===== config.mk =====
export PLATFORM = sky130hd
export DESIGN_NAME = output_freq_divider_register_writer_unit
export DESIGN_NICKNAME = d
export VERILOG_FILES = /design/src/design/ofdrw_pkg.sv /design/src/design/ofdrw_datapath.sv /design/src/design/ofdrw_ctrl.sv /design/src/design/output_freq_divider_register_writer_unit.sv
export SDC_FILE = /design/constraint.sdc
export NUM_CORES = 2
export LEC_CHECK = 0
export BUFFER_PORTS_ARGS = -buffer_cell sky130_fd_sc_hd__clkbuf_2
export CORE_UTILIZATION = 34
export CTS_CLUSTER_SIZE = 28
export DETAILED_ROUTE_END_ITERATION = 10
export RECOVER_POWER = 50
export SYNTH_ARGS = -nofsm -noshare
export SYNTH_HDL_FRONTEND = slang
export SYNTH_HIERARCHICAL = 1
export SYNTH_SLANG_ARGS = --single-unit

===== constraint.sdc =====
create_clock -name aclk -period 10.25 [get_ports aclk]
set_input_delay 1.025 -clock aclk [delete_from_list [all_inputs] [get_ports aclk]]
set_output_delay 1.025 -clock aclk [all_outputs]
set_load 0.1 [all_outputs]

===== src/design/ofdrw_pkg.sv =====
// ----------------------------------------------------------------------------
// Output divider register writer package
// Shared types and constants for the controller and the datapath.
// ----------------------------------------------------------------------------
package ofdrw_pkg;

    localparam logic [29:0] VCO_RESET  = 30'd700000000;
    localparam logic [31:0] DIV_MIN    = 32'd4;
    localparam logic [31:0] DIV_MAX    = 32'd2048;
    localparam logic [7:0]  CTRL_BYTE  = 8'h0F;
    localparam logic [7:0]  RESET_BYTE = 8'hA0;
    localparam logic [7:0]  ADDR_PHASE0 = 8'd165;
    localparam logic [7:0]  ADDR_PHASE1 = 8'd166;
    localparam logic [7:0]  ADDR_RESET  = 8'd177;
    localparam logic [7:0]  ADDR_MS0    = 8'd42;
    localparam logic [7:0]  ADDR_CTRL0  = 8'd16;

    localparam logic [1:0] ST_OK   = 2'd0;
    localparam logic [1:0] ST_RANGE = 2'd1;
    localparam logic [1:0] ST_ZERO = 2'd2;

    // Datapath operations requested by the controller.
    typedef enum logic [2:0] {
        OP_NONE  = 3'd0,
        OP_LOAD  = 3'd1,
        OP_DIV   = 3'd2,
        OP_GCD   = 3'd3,
        OP_SCALE = 3'd4,
        OP_Q     = 3'd5,
        OP_PWORD = 3'd6
    } op_t;

    typedef struct packed {
        logic start;
        op_t  op;
    } dp_cmd_t;

    typedef struct packed {
        logic done;
        logic zero_freq;
        logic out_range;
        logic over_limit;
    } dp_status_t;

endpackage


===== src/design/ofdrw_datapath.sv =====
// ----------------------------------------------------------------------------
// Output divider register writer datapath
// Holds the operands, a shared restoring divider, the gcd unit and the
// fractional divider words, and builds the register write for an index.
// ----------------------------------------------------------------------------
module ofdrw_datapath #(
    parameter int unsigned DENOM_LIMIT = 65535
) (
    input  logic                 aclk,
    input  logic                 aresetn,
    input  logic [29:0]          vco,
    input  logic [31:0]          freq_in,
    input  ofdrw_pkg::dp_cmd_t   cmd,
    input  logic [4:0]           wr_index,
    input  logic                 range_only,
    output ofdrw_pkg::dp_status_t stat,
    output logic                 busy,
    output logic [7:0]           wr_addr,
    output logic [7:0]           wr_data
);

    // Shared divider: dividend up to 52 bits, divisor 32 bits.
    localparam int DW = 52;

    logic [DW-1:0] dvd_reg, dvd_next;
    logic [32:0]   rem_reg, rem_next;
    logic [31:0]   dvs_reg, dvs_next;
    logic [5:0]    cnt_reg, cnt_next;
    logic          busy_reg, busy_next;
    logic          done_reg, done_next;

    logic [31:0] freq_reg, freq_next;
    logic [31:0] div_reg, div_next;
    logic [31:0] num_reg, num_next;
    logic [31:0] den_reg, den_next;
    logic [31:0] ga_reg, ga_next;
    logic [31:0] gb_reg, gb_next;
    logic [1:0]  gph_reg, gph_next;
    logic [17:0] p1_reg, p1_next;
    logic [19:0] p2_reg, p2_next;
    logic [51:0] prod_reg, prod_next;
    logic        pph_reg, pph_next;
    logic [29:0] vco_reg, vco_next;

    logic [32:0] trial;
    logic [32:0] shifted;
    logic [31:0] phase_div;

    assign shifted = {rem_reg[31:0], dvd_reg[DW-1]};
    assign trial   = shifted - {1'b0, dvs_reg};

    always_ff @(posedge aclk) begin
        if (!aresetn) begin
            busy_reg <= 1'b0;
            done_reg <= 1'b0;
        end else begin
            busy_reg <= busy_next;
            done_reg <= done_next;
        end
        dvd_reg <= dvd_next;
        rem_reg <= rem_next;
        dvs_reg <= dvs_next;
        cnt_reg <= cnt_next;
        freq_reg <= freq_next;
        div_reg <= div_next;
        num_reg <= num_next;
        den_reg <= den_next;
        ga_reg <= ga_next;
        gb_reg <= gb_next;
        gph_reg <= gph_next;
        p1_reg <= p1_next;
        p2_reg <= p2_next;
        prod_reg <= prod_next;
        pph_reg <= pph_next;
        vco_reg <= vco_next;
    end

    always_comb begin
        dvd_next = dvd_reg;
        rem_next = rem_reg;
        dvs_next = dvs_reg;
        cnt_next = cnt_reg;
        busy_next = busy_reg;
        done_next = 1'b0;
        freq_next = freq_reg;
        div_next = div_reg;
        num_next = num_reg;
        den_next = den_reg;
        ga_next = ga_reg;
        gb_next = gb_reg;
        gph_next = gph_reg;
        p1_next = p1_reg;
        p2_next = p2_reg;
        prod_next = prod_reg;
        pph_next = pph_reg;
        vco_next = vco_reg;

        if (busy_reg) begin
            if (trial[32]) begin
                rem_next = shifted;
                dvd_next = {dvd_reg[DW-2:0], 1'b0};
            end else begin
                rem_next = trial;
                dvd_next = {dvd_reg[DW-2:0], 1'b1};
            end
            cnt_next = cnt_reg - 6'd1;
            if (cnt_reg == 6'd1) begin
                busy_next = 1'b0;
            end
        end

        if (cmd.start) begin
            case (cmd.op)
                ofdrw_pkg::OP_LOAD: begin
                    freq_next = freq_in;
                    vco_next = vco;
                    done_next = 1'b1;
                end
                ofdrw_pkg::OP_DIV: begin
                    dvd_next = {vco_reg, 22'd0};
                    dvs_next = freq_reg;
                    rem_next = '0;
                    cnt_next = 6'd30;
                    busy_next = 1'b1;
                    gph_next = 2'd0;
                end
                ofdrw_pkg::OP_GCD: begin
                    if (gph_reg == 2'd0) begin
                        div_next = dvd_reg[31:0];
                        num_next = rem_reg[31:0];
                        den_next = freq_reg;
                        ga_next = rem_reg[31:0];
                        gb_next = freq_reg;
                        gph_next = 2'd1;
                    end else if (gph_reg == 2'd1) begin
                        if (ga_reg == 32'd0) begin
                            dvd_next = {num_reg, 20'd0};
                            dvs_next = gb_reg;
                            rem_next = '0;
                            cnt_next = 6'd32;
                            busy_next = 1'b1;
                            gph_next = 2'd2;
                        end else begin
                            dvd_next = {gb_reg, 20'd0};
                            dvs_next = ga_reg;
                            rem_next = '0;
                            cnt_next = 6'd32;
                            busy_next = 1'b1;
                            gph_next = 2'd3;
                        end
                    end else if (gph_reg == 2'd3) begin
                        gb_next = ga_reg;
                        ga_next = rem_reg[31:0];
                        gph_next = 2'd1;
                    end else begin
                        if (pph_reg == 1'b0) begin
                            num_next = dvd_reg[31:0];
                            dvd_next = {den_reg, 20'd0};
                            dvs_next = gb_reg;
                            rem_next = '0;
                            cnt_next = 6'd32;
                            busy_next = 1'b1;
                            pph_next = 1'b1;
                        end else begin
                            den_next = dvd_reg[31:0];
                            pph_next = 1'b0;
                            done_next = 1'b1;
                            gph_next = 2'd0;
                        end
                    end
                end
                ofdrw_pkg::OP_SCALE: begin
                    if (pph_reg == 1'b0) begin
                        prod_next = num_reg * 52'(DENOM_LIMIT);
                        pph_next = 1'b1;
                    end else begin
                        dvd_next = prod_reg;
                        dvs_next = den_reg;
                        rem_next = '0;
                        cnt_next = 6'(DW);
                        busy_next = 1'b1;
                        pph_next = 1'b0;
                        gph_next = 2'd2;
                        den_next = 32'(DENOM_LIMIT);
                    end
                end
                ofdrw_pkg::OP_Q: begin
                    if (pph_reg == 1'b0) begin
                        if (gph_reg == 2'd2) begin
                            num_next = dvd_reg[31:0];
                        end
                        gph_next = 2'd0;
                        pph_next = 1'b1;
                    end else begin
                        dvd_next = {num_reg[19:0], 7'd0, 25'd0};
                        dvs_next = den_reg;
                        rem_next = '0;
                        cnt_next = 6'd27;
                        busy_next = 1'b1;
                        pph_next = 1'b0;
                    end
                end
                ofdrw_pkg::OP_PWORD: begin
                    p1_next = 18'({div_reg[11:0], 7'd0} + {11'd0, dvd_reg[7:0]} - 19'd512);
                    p2_next = rem_reg[19:0];
                    done_next = 1'b1;
                end
                default: begin
                end
            endcase
        end
    end

    assign phase_div = div_reg;
    assign busy = busy_reg;

    always_comb begin
        stat.done = done_reg;
        stat.zero_freq = (freq_reg == 32'd0);
        stat.out_range = (div_reg < ofdrw_pkg::DIV_MIN) || (div_reg > ofdrw_pkg::DIV_MAX);
        stat.over_limit = (den_reg > 32'(DENOM_LIMIT)) && !busy_reg;
    end

    always_comb begin
        wr_addr = 8'd0;
        wr_data = 8'd0;
        if (range_only || wr_index >= 5'd18) begin
            case (wr_index)
                5'd18: begin
                    wr_addr = ofdrw_pkg::ADDR_PHASE0;
                    wr_data = 8'd0;
                end
                5'd19: begin
                    wr_addr = ofdrw_pkg::ADDR_PHASE1;
                    wr_data = {1'b0, phase_div[6:0]};
                end
                default: begin
                    wr_addr = ofdrw_pkg::ADDR_RESET;
                    wr_data = ofdrw_pkg::RESET_BYTE;
                end
            endcase
        end else begin
            case (wr_index)
                5'd0, 5'd9: wr_data = den_reg[15:8];
                5'd1, 5'd10: wr_data = den_reg[7:0];
                5'd2, 5'd11: wr_data = {6'd0, p1_reg[17:16]};
                5'd3, 5'd12: wr_data = p1_reg[15:8];
                5'd4, 5'd13: wr_data = p1_reg[7:0];
                5'd5, 5'd14: wr_data = {den_reg[19:16], p2_reg[19:16]};
                5'd6, 5'd15: wr_data = p2_reg[15:8];
                5'd7, 5'd16: wr_data = p2_reg[7:0];
                default: wr_data = ofdrw_pkg::CTRL_BYTE;
            endcase
            if (wr_index == 5'd8) begin
                wr_addr = ofdrw_pkg::ADDR_CTRL0;
            end else if (wr_index == 5'd17) begin
                wr_addr = ofdrw_pkg::ADDR_CTRL0 + 8'd1;
            end else if (wr_index < 5'd8) begin
                wr_addr = ofdrw_pkg::ADDR_MS0 + {3'd0, wr_index};
            end else begin
                wr_addr = ofdrw_pkg::ADDR_MS0 + {3'd0, wr_index} - 8'd1;
            end
        end
    end

endmodule


===== src/design/ofdrw_ctrl.sv =====
// ----------------------------------------------------------------------------
// Output divider register writer controller
// Sequences the datapath operations and the register write transactions.
// ----------------------------------------------------------------------------
module ofdrw_ctrl (
    input  logic                  aclk,
    input  logic                  aresetn,
    input  logic                  s_valid,
    output logic                  s_ready,
    output logic                  m_valid,
    input  logic                  m_ready,
    output logic                  m_last_write,
    output logic [1:0]            m_status,
    output ofdrw_pkg::dp_cmd_t    cmd,
    input  ofdrw_pkg::dp_status_t stat,
    input  logic                  busy,
    output logic [4:0]            wr_index,
    output logic                  range_only
);

    typedef enum logic [7:0] {
        S_IDLE  = 8'b00000001,
        S_LOAD  = 8'b00000010,
        S_DIV   = 8'b00000100,
        S_GCD   = 8'b00001000,
        S_SCALE = 8'b00010000,
        S_Q     = 8'b00100000,
        S_PWORD = 8'b01000000,
        S_EMIT  = 8'b10000000
    } state_t;

    state_t      state_reg, state_next;
    logic [4:0]  idx_reg, idx_next;
    logic [1:0]  st_reg, st_next;
    logic [1:0]  sub_reg, sub_next;

    always_ff @(posedge aclk) begin
        if (!aresetn) begin
            state_reg <= S_IDLE;
            idx_reg <= 5'd0;
            st_reg <= ofdrw_pkg::ST_OK;
            sub_reg <= 2'd0;
        end else begin
            state_reg <= state_next;
            idx_reg <= idx_next;
            st_reg <= st_next;
            sub_reg <= sub_next;
        end
    end

    always_comb begin
        state_next = state_reg;
        idx_next = idx_reg;
        st_next = st_reg;
        sub_next = sub_reg;
        cmd.start = 1'b0;
        cmd.op = ofdrw_pkg::OP_NONE;
        s_ready = (state_reg == S_IDLE);
        m_valid = (state_reg == S_EMIT);
        case (state_reg)
            S_IDLE: begin
                if (s_valid) begin
                    cmd.start = 1'b1;
                    cmd.op = ofdrw_pkg::OP_LOAD;
                    state_next = S_LOAD;
                end
            end
            S_LOAD: begin
                if (stat.zero_freq) begin
                    st_next = ofdrw_pkg::ST_ZERO;
                    idx_next = 5'd20;
                    state_next = S_EMIT;
                end else begin
                    cmd.start = 1'b1;
                    cmd.op = ofdrw_pkg::OP_DIV;
                    state_next = S_DIV;
                end
            end
            S_DIV: begin
                if (!busy) begin
                    state_next = S_GCD;
                end
            end
            S_GCD: begin
                if (!busy) begin
                    cmd.start = 1'b1;
                    cmd.op = ofdrw_pkg::OP_GCD;
                    if (stat.done) begin
                        cmd.start = 1'b0;
                        sub_next = 2'd0;
                        if (stat.out_range) begin
                            st_next = ofdrw_pkg::ST_RANGE;
                            idx_next = 5'd18;
                            state_next = S_EMIT;
                        end else if (stat.over_limit) begin
                            state_next = S_SCALE;
                        end else begin
                            state_next = S_Q;
                        end
                    end
                end
            end
            S_SCALE: begin
                if (!busy) begin
                    if (sub_reg == 2'd2) begin
                        sub_next = 2'd0;
                        state_next = S_Q;
                    end else begin
                        cmd.start = 1'b1;
                        cmd.op = ofdrw_pkg::OP_SCALE;
                        sub_next = sub_reg + 2'd1;
                    end
                end
            end
            S_Q: begin
                if (!busy) begin
                    if (sub_reg == 2'd2) begin
                        sub_next = 2'd0;
                        state_next = S_PWORD;
                    end else begin
                        cmd.start = 1'b1;
                        cmd.op = ofdrw_pkg::OP_Q;
                        sub_next = sub_reg + 2'd1;
                    end
                end
            end
            S_PWORD: begin
                if (!busy) begin
                    if (stat.done) begin
                        st_next = ofdrw_pkg::ST_OK;
                        idx_next = 5'd0;
                        state_next = S_EMIT;
                    end else if (sub_reg == 2'd0) begin
                        cmd.start = 1'b1;
                        cmd.op = ofdrw_pkg::OP_PWORD;
                        sub_next = 2'd1;
                    end
                end
            end
            S_EMIT: begin
                sub_next = 2'd0;
                if (m_ready) begin
                    if (idx_reg == 5'd20) begin
                        state_next = S_IDLE;
                    end else begin
                        idx_next = idx_reg + 5'd1;
                    end
                end
            end
            default: begin
                state_next = S_IDLE;
            end
        endcase
    end

    assign wr_index = idx_reg;
    assign range_only = (st_reg != ofdrw_pkg::ST_OK);
    assign m_last_write = (idx_reg == 5'd20);
    assign m_status = st_reg;

endmodule


===== src/design/output_freq_divider_register_writer_unit.sv =====
// ----------------------------------------------------------------------------
// Output divider register writer
// Turns a target output frequency into the fractional divider register
// writes for outputs 0 and 1, then the phase and reset writes.
// ----------------------------------------------------------------------------
// Channel | Direction | Ports
// s       | in        | s_valid, s_ready, s_target_freq
// m       | out       | m_valid, m_ready, m_reg_address, m_reg_data, m_last_write, m_status
// cfg     | in        | cfg_we, cfg_wdata (vco_freq)
//
// A zero frequency gives a single write; a divider out of range gives the 3 phase
// and reset writes only, and any other transaction gives 21 writes.
// The time is set by the single shared bit-serial divider, one quotient bit a
// cycle, which serves the divide, each gcd step, the scaling and the fractional word.
// Reset is synchronous and returns vco_freq to 700000000.
// Output stalls hold the current write; no new input is taken until the last.
// ----------------------------------------------------------------------------
module output_freq_divider_register_writer_unit #(
    parameter int unsigned DENOM_LIMIT = 65535
) (
    input  logic        aclk,
    input  logic        aresetn,
    input  logic        cfg_we,
    input  logic [29:0] cfg_wdata,
    input  logic        s_valid,
    output logic        s_ready,
    input  logic [31:0] s_target_freq,
    output logic        m_valid,
    input  logic        m_ready,
    output logic [7:0]  m_reg_address,
    output logic [7:0]  m_reg_data,
    output logic        m_last_write,
    output logic [1:0]  m_status
);

    logic [29:0]           vco_reg;
    ofdrw_pkg::dp_cmd_t    cmd;
    ofdrw_pkg::dp_status_t stat;
    logic [4:0]            wr_index;
    logic                  range_only;
    logic                  busy;
    logic [7:0]            addr;
    logic [7:0]            data;

    always_ff @(posedge aclk) begin
        if (!aresetn) begin
            vco_reg <= ofdrw_pkg::VCO_RESET;
        end else if (cfg_we) begin
            vco_reg <= cfg_wdata;
        end
    end

    ofdrw_datapath #(.DENOM_LIMIT(DENOM_LIMIT)) u_dp (
        .aclk(aclk), .aresetn(aresetn), .vco(vco_reg), .freq_in(s_target_freq),
        .cmd(cmd), .wr_index(wr_index), .range_only(range_only), .stat(stat),
        .busy(busy), .wr_addr(addr), .wr_data(data)
    );

    ofdrw_ctrl u_ctrl (
        .aclk(aclk), .aresetn(aresetn), .s_valid(s_valid), .s_ready(s_ready),
        .m_valid(m_valid), .m_ready(m_ready), .m_last_write(m_last_write),
        .m_status(m_status), .cmd(cmd), .stat(stat), .busy(busy),
        .wr_index(wr_index), .range_only(range_only)
    );

    assign m_reg_address = (m_status == ofdrw_pkg::ST_ZERO) ? 8'd0 : addr;
    assign m_reg_data    = (m_status == ofdrw_pkg::ST_ZERO) ? 8'd0 : data;

    a_ready_idle: assert property (@(posedge aclk) disable iff (!aresetn)
        !(s_ready && m_valid)) else $error("input taken during output");
    a_last_ends: assert property (@(posedge aclk) disable iff (!aresetn)
        (m_valid && m_ready && m_last_write) |=> !m_valid) else $error("run overran");
    a_zero_single: assert property (@(posedge aclk) disable iff (!aresetn)
        (m_valid && m_status == ofdrw_pkg::ST_ZERO) |-> m_last_write)
        else $error("zero frequency run too long");

endmodule

Word-level counts from Yosys, hierarchy flattened --
Cells that the tools add are included.
Cells by class: $add $sub $neg 8, muxes and demuxes 142, multiply operators 1, magnitude comparators 5, eq/ne operators 73, reductions and logical operators 45, bitwise gates (word level) 1
Operator list (number):
- $mux 32 | 23
- $mux 52 | 9
- $mux 33 | 8
- $pmux 52 s4 | 1
- $mux 8 | 21
- $pmux 32 s2 | 2
- $pmux 8 s8 | 2
- $pmux 33 s3 | 1
- $pmux 32 s3 | 1
- $logic_not 32->1 | 2
- $mux 6 | 9
- $mul 32x16->48 const B | 1
- $eq 5x4->1 const B | 8
- $mux 4 | 10
- $mux 5 | 8
- $mux 2 | 17
- $ne 2x2->1 const B | 17
- $sub 33x32->33 | 1
- $gt 32x12->1 const B | 1
- $gt 32x16->1 const B | 1
- $lt 32x3->1 const B | 1
- $eq 5x5->1 const B | 5
- $pmux 4 s6 | 1
- $pmux 6 s4 | 1
- 57 further kinds | 124
Storage, ports and cells: input port bits 67, logic and storage cells 298, register bits after elaboration 483, output and inout port bits 21

Depth between registers and ports, before layout --
word-level depth 9, depth in mapped cells 24, mapped depth without buffers 23

Hierarchy --
The synthesis kept the hierarchy.
Modules (own cells, without submodules):
- ofdrw_datapath | times used 1, cells an instance 2949, area each 31071.0 um^2, seq. area each 12141.6 um^2
- output_freq_divider_register_writer_unit | times used 1, cells an instance 115, area each 1249.9 um^2, seq. area each 600.6 um^2
- ofdrw_ctrl | times used 1, cells an instance 153, area each 1228.7 um^2, seq. area each 340.3 um^2

Worst setup path after synthesis --
OpenSTA, ideal clock, no wires.
kind flip-flop to flip-flop, from register u_ctrl.state_reg[5], to register u_dp.freq_reg[0], enable pin, path slack 2.933 ns, buffers on the path 3, cell stages (with the launch flop) 11, arrival time 6.758 ns, clock period less this slack 7.317 ns, data required time 9.692 ns, setup time 0.558 ns, cells stage by stage dfxtp_1 > buf_2 > nor4_1 > nand4b_1 > inv_1 > nand2_1 > o21ai_0 > buf_1 > clkbuf_1 > nand2_1 > nor3_1
RTL lines:
- start, declared | RTL line ofdrw_ctrl.sv:32 | state_t state_reg, state_next;
- start signal, assigned | RTL line ofdrw_ctrl.sv:44 | state_reg <= state_next;
- end signal, assigned | RTL line ofdrw_datapath.sv:64 | freq_reg <= freq_next;
- end, declared | RTL line ofdrw_datapath.sv:32 | logic [31:0] freq_reg, freq_next;

==> results <==
- The number of cells on the worst reg-to-reg path is 12.
- The slowest stage cell on the critical path is clkbuf_1.
- The peak clock frequency supported by timing is 132 MHz.
- The global router's overall resource usage is 20.9%.
- For met1 alone, demand over resource in global routing was 30.3%.
- In this run the power density over the cells is 201 nW/um2.
- The global-route met2 utilization is 32.1%.
- The critical path ends at u_dp/num_reg[25].
- The count of buffer and inverter cells on the critical path is 3.
- IR analysis of the VDD net gives a maximum drop of 0.000146 V.
- The final worst clock skew is 0.0340 ns.
- The tightest hold margin is 0.430 ns.
- The critical path launch point is u_ctrl/state_reg[2].
- After detailed routing, the number of remaining DRC violations is 0.
- The worst setup path is captured at a flop.
- The routed design could run at a clock period as short as 7.57 ns.
- The global-route wire length before repair is 155000 um.
- The number of gates resized after CTS was 0.
- The TritonCTS clock tree is done.
- The class of the tightest hold or removal check is reg2reg.
- The critical path's largest stage delay is 1.65 ns.
- The via count of the first global-routing pass came to 23600.
- The startpoint of the most critical register-to-register path is u_ctrl/state_reg[2].
- The run finished, with violations left.
- The kind of critical path is reg2reg.
- The average size of a mapped cell is 10.4 um2.
- After clock tree synthesis, the setup repair step added 0 buffers.
- The die span in x is 316 um.
- The number of placement rows is 114.
- The detailed-route wire length is 105000 um.
- The commonest register cell after synthesis is edfxtp_1.
- The routing usage on met3 is 3.26%.
- The synthesized design contains 482 register bits.
- The mapped netlist covers 33500 um2.
- The number of antenna violations at the first check in global routing is 3.
- In this run the cell area measured after placement is 35300 um2.
- Setup repair after global routing left no endpoint under its margin.
- The number of unique standard cell types used by synthesis is 90.
- The post-route fraction of the period consumed by the critical path is 73.8%.
- In this run the clock root is driven by a clkbuf_16.
- The total overflow left after global routing is 0.
- Headroom to the max-slew limit came out at -146%.
- The number of flops mapped to enable cells by yosys is 343.
- The area enclosed by the die boundary is 99900 um2.
- The required time at the endpoint of the critical path is 10.50 ns.
- The number of gates on the worst path with buffers counted is 12.
- The vias after detailed routing is 24700.
- The final max-slew violation count is 376.
- For this run, the post-layout net count is 3747.
- Setup violations remaining at the end of the flow were counted as 0.
- Adding up every negative setup slack in the final design gives 0 ns.
- The nature of the critical path startpoint is a flop.
- The count of endpoints failing hold in the final timing report is 0.
- The most used routing layer in global routing is met2.
- The congestion estimate from routability-driven global placement came to 0.938.
- The register with the most flip-flops in the layout has 52 of them.
- The worst-path maximum fanout is 38.
- For this design the static power due to leakage is 0.0151 uW.
- The number of instances in the synthesized netlist is 3217.
- The clock transition at the registers of the reported paths is 0.06 ns.
- The detailed router finished its first iteration with 2925 violations.
- The insertion delay of the later-clocked pin in the worst-skew pair is 0.64 ns.
- The end of the worst register-to-register path is u_dp/num_reg[25].
- The number of nets handed over by synthesis was 3714.
- The placeable core region is 97300 um2.
- The number of buffers on the longest clock path is 3.
- Port buffering added 87 buffers.
- During synthesis, Yosys emitted a total of 6 warnings.
- The number of maximum-capacitance violations is 9.
- In the synthesized netlist the async set-or-reset flop fraction comes to 0%.
- The count of nets left with antenna violations once routing finished came out at 0.
- After legalization and detailed placement, the total HPWL measured 80900 um.
- Dividing the detail-routed wire length by the instance count gives 22.9 um.
- At the pin with the least slew margin, the transition time is 3.69 ns.
- Hold repair after CTS inserted 0 buffers.
- The cell family contributing the most delay on the critical path is simple AND/OR/NAND/NOR gates.
- Once the floorplan was initialized, standard cells occupied 34.5% of the core.
- The arrival time reported for the critical path endpoint is 7.81 ns.
- The number of H-tree levels is 2.
- Counting the buffers created by CTS gives 52.
- The proportion of layout cells with a drive suffix above 1 is 8.08%.
- The checks that failed: capacitance limit, slew limit.
- The register-to-register path setup slack is 2.68 ns.
- The number of iterations in the first detailed-routing pass is 8.
- The average vias per placed instance is 5.40.
- The height of the die is 316 um.
- For this design, the sink count on the clock tree is 482.
- Sequential elements use 39.0% of the synthesized area.
- The critical path goes through nor4_1, nand2_1, nor3_1, nor2_1, o21ai_4, clkbuf_1, nand2_1, clkbuf_1, nor3_1, a32oi_1, nor3b_2, buf_4.
- The area growth from synthesis to layout is 10.3%.
- The worst hold path was traced through 0 stages.
- The maximum number of pins on one net before global-route repair is 70.
- Summing all non-filler instances in the final layout gives an area of 37000 um2.
- 88 I/O pins were placed.
==> area by class of cell <==
type,instances,area [um2]
Clock buffer,70,1500
Tap cell,1276,1600
Inverter,471,1770
Fill cell,9664,60300
Timing Repair Buffer,118,628
Antenna cell,1,2.50
Multi-Input combinational cell,2125,18200
Sequential cell,482,13100
Clock inverter,28,250
==> Yosys cell counts (5+ instances only) <==
cell type	count	area, um2
nor2_1	162	608
a222oi_1	22	220
xnor2_1	58	508
o22ai_1	34	213
o21ai_1	6	30.0
a211oi_1	43	323
nor3_1	23	115
nand2b_1	43	269
and3_1	50	313
buf_1	15	56.3
and2_1	29	181
a31oi_1	18	113
a221oi_1	16	140
nor2b_1	47	294
a21oi_1	241	1210
or2_2	5	31.3
clkbuf_1	111	417
inv_1	470	1760
nor3b_1	5	37.5
o31a_1	6	52.6
nand2_1	200	751
dfxtp_1	139	2780
mux2_2	41	462
o21ai_0	182	911
o221ai_1	7	61.3
mux2i_1	152	1520
o211ai_1	13	97.6
o21a_1	14	105
nand3_1	43	215
edfxtp_1	343	10300
a2111oi_0	6	52.6
fa_1	264	5290
xor2_1	40	350
or3_1	7	43.8
o21bai_1	14	105
nor4_1	32	200
buf_6	7	78.8
ha_1	166	2080
a21boi_0	8	60.1
nand4_1	16	100
a21o_1	37	278
==> power breakdown <==
group          internal [uW]  switching (uW)  total (uW)  leakage (uW)
clock                   1090             852        1940      0.000859
sequential              2460             452        2910       0.00426
combinational           1010            1560        2570       0.00994
total                   4560            2860        7420        0.0151
==> how the worst min path moves through the flow <==
stage	startpoint	endpoint	slack, ns
after floorplan	u_dp/rem_reg[31]	u_dp/ga_reg[31]	0.41
after global placement	vco_reg[26]	u_dp/vco_reg[26]	0.41
after detailed placement	vco_reg[12]	u_dp/vco_reg[12]	0.42
after CTS	vco_reg[26]	u_dp/vco_reg[26]	0.43
after global routing	vco_reg[26]	u_dp/vco_reg[26]	0.44
final	vco_reg[26]	u_dp/vco_reg[26]	0.43
==> cells by family after synthesis <==
family,share of synthesized area (%)
AOI/OAI and AO/OA,13.3
and+or+nand+nor,10.1
buffers and inverters,7.10
DFF,39.0
adders and majority gates,21.9
muxes,5.91
xor gates and xnor gates,2.69
==> placed cells by master (no fill, tap or decap), types with 10 or more instances in the layout <==
| master | n |
|---|---|
| a222oi_1 | 22 |
| a21oi_1 | 238 |
| a21o_1 | 37 |
| dfxtp_1 | 138 |
| clkbuf_2 | 76 |
| xnor2_1 | 58 |
| fa_1 | 264 |
| nor4_1 | 33 |
| nor2b_1 | 45 |
| o21bai_1 | 14 |
| mux2_2 | 41 |
| o21a_1 | 14 |
| nand4_1 | 16 |
| nand2_1 | 199 |
| buf_4 | 24 |
| and3_1 | 50 |
| a221oi_1 | 16 |
| nor3_1 | 22 |
| o22ai_1 | 34 |
| a31oi_1 | 18 |
| nor2_1 | 158 |
| ha_1 | 165 |
| clkbuf_1 | 26 |
| a21boi_0 | 11 |
| xor2_1 | 40 |
| o21ai_0 | 182 |
| and2_1 | 27 |
| clkinv_2 | 10 |
| nand3_1 | 43 |
| clkbuf_16 | 55 |
| o211ai_1 | 13 |
| edfxtp_1 | 343 |
| inv_1 | 470 |
| nand2b_1 | 43 |
| mux2i_1 | 152 |
| a211oi_1 | 43 |
==> metrics by stage <==
step / instances / setup slack (ns) / total power, uW / util, %
after floorplan: 3217 / 2.93 / 4600 / -
after global placement: 4472 / 3.06 / 5470 / 36.3
after detailed placement: 4472 / 3.00 / 5480 / 36.3
after CTS: 4570 / 2.95 / 7430 / 38.1
after global routing: 4570 / 2.29 / 7800 / 38.0
final: 4571 / 2.68 / 7420 / 38.0
==> per-layer routing <==
layer,up-vias,wire (um)
met5,-,13
met4,2,2740
met3,121,8860
met2,1009,47200
met1,12300,45800
li1,11200,-
No activity file was read; power rests on OpenSTA's default activity.
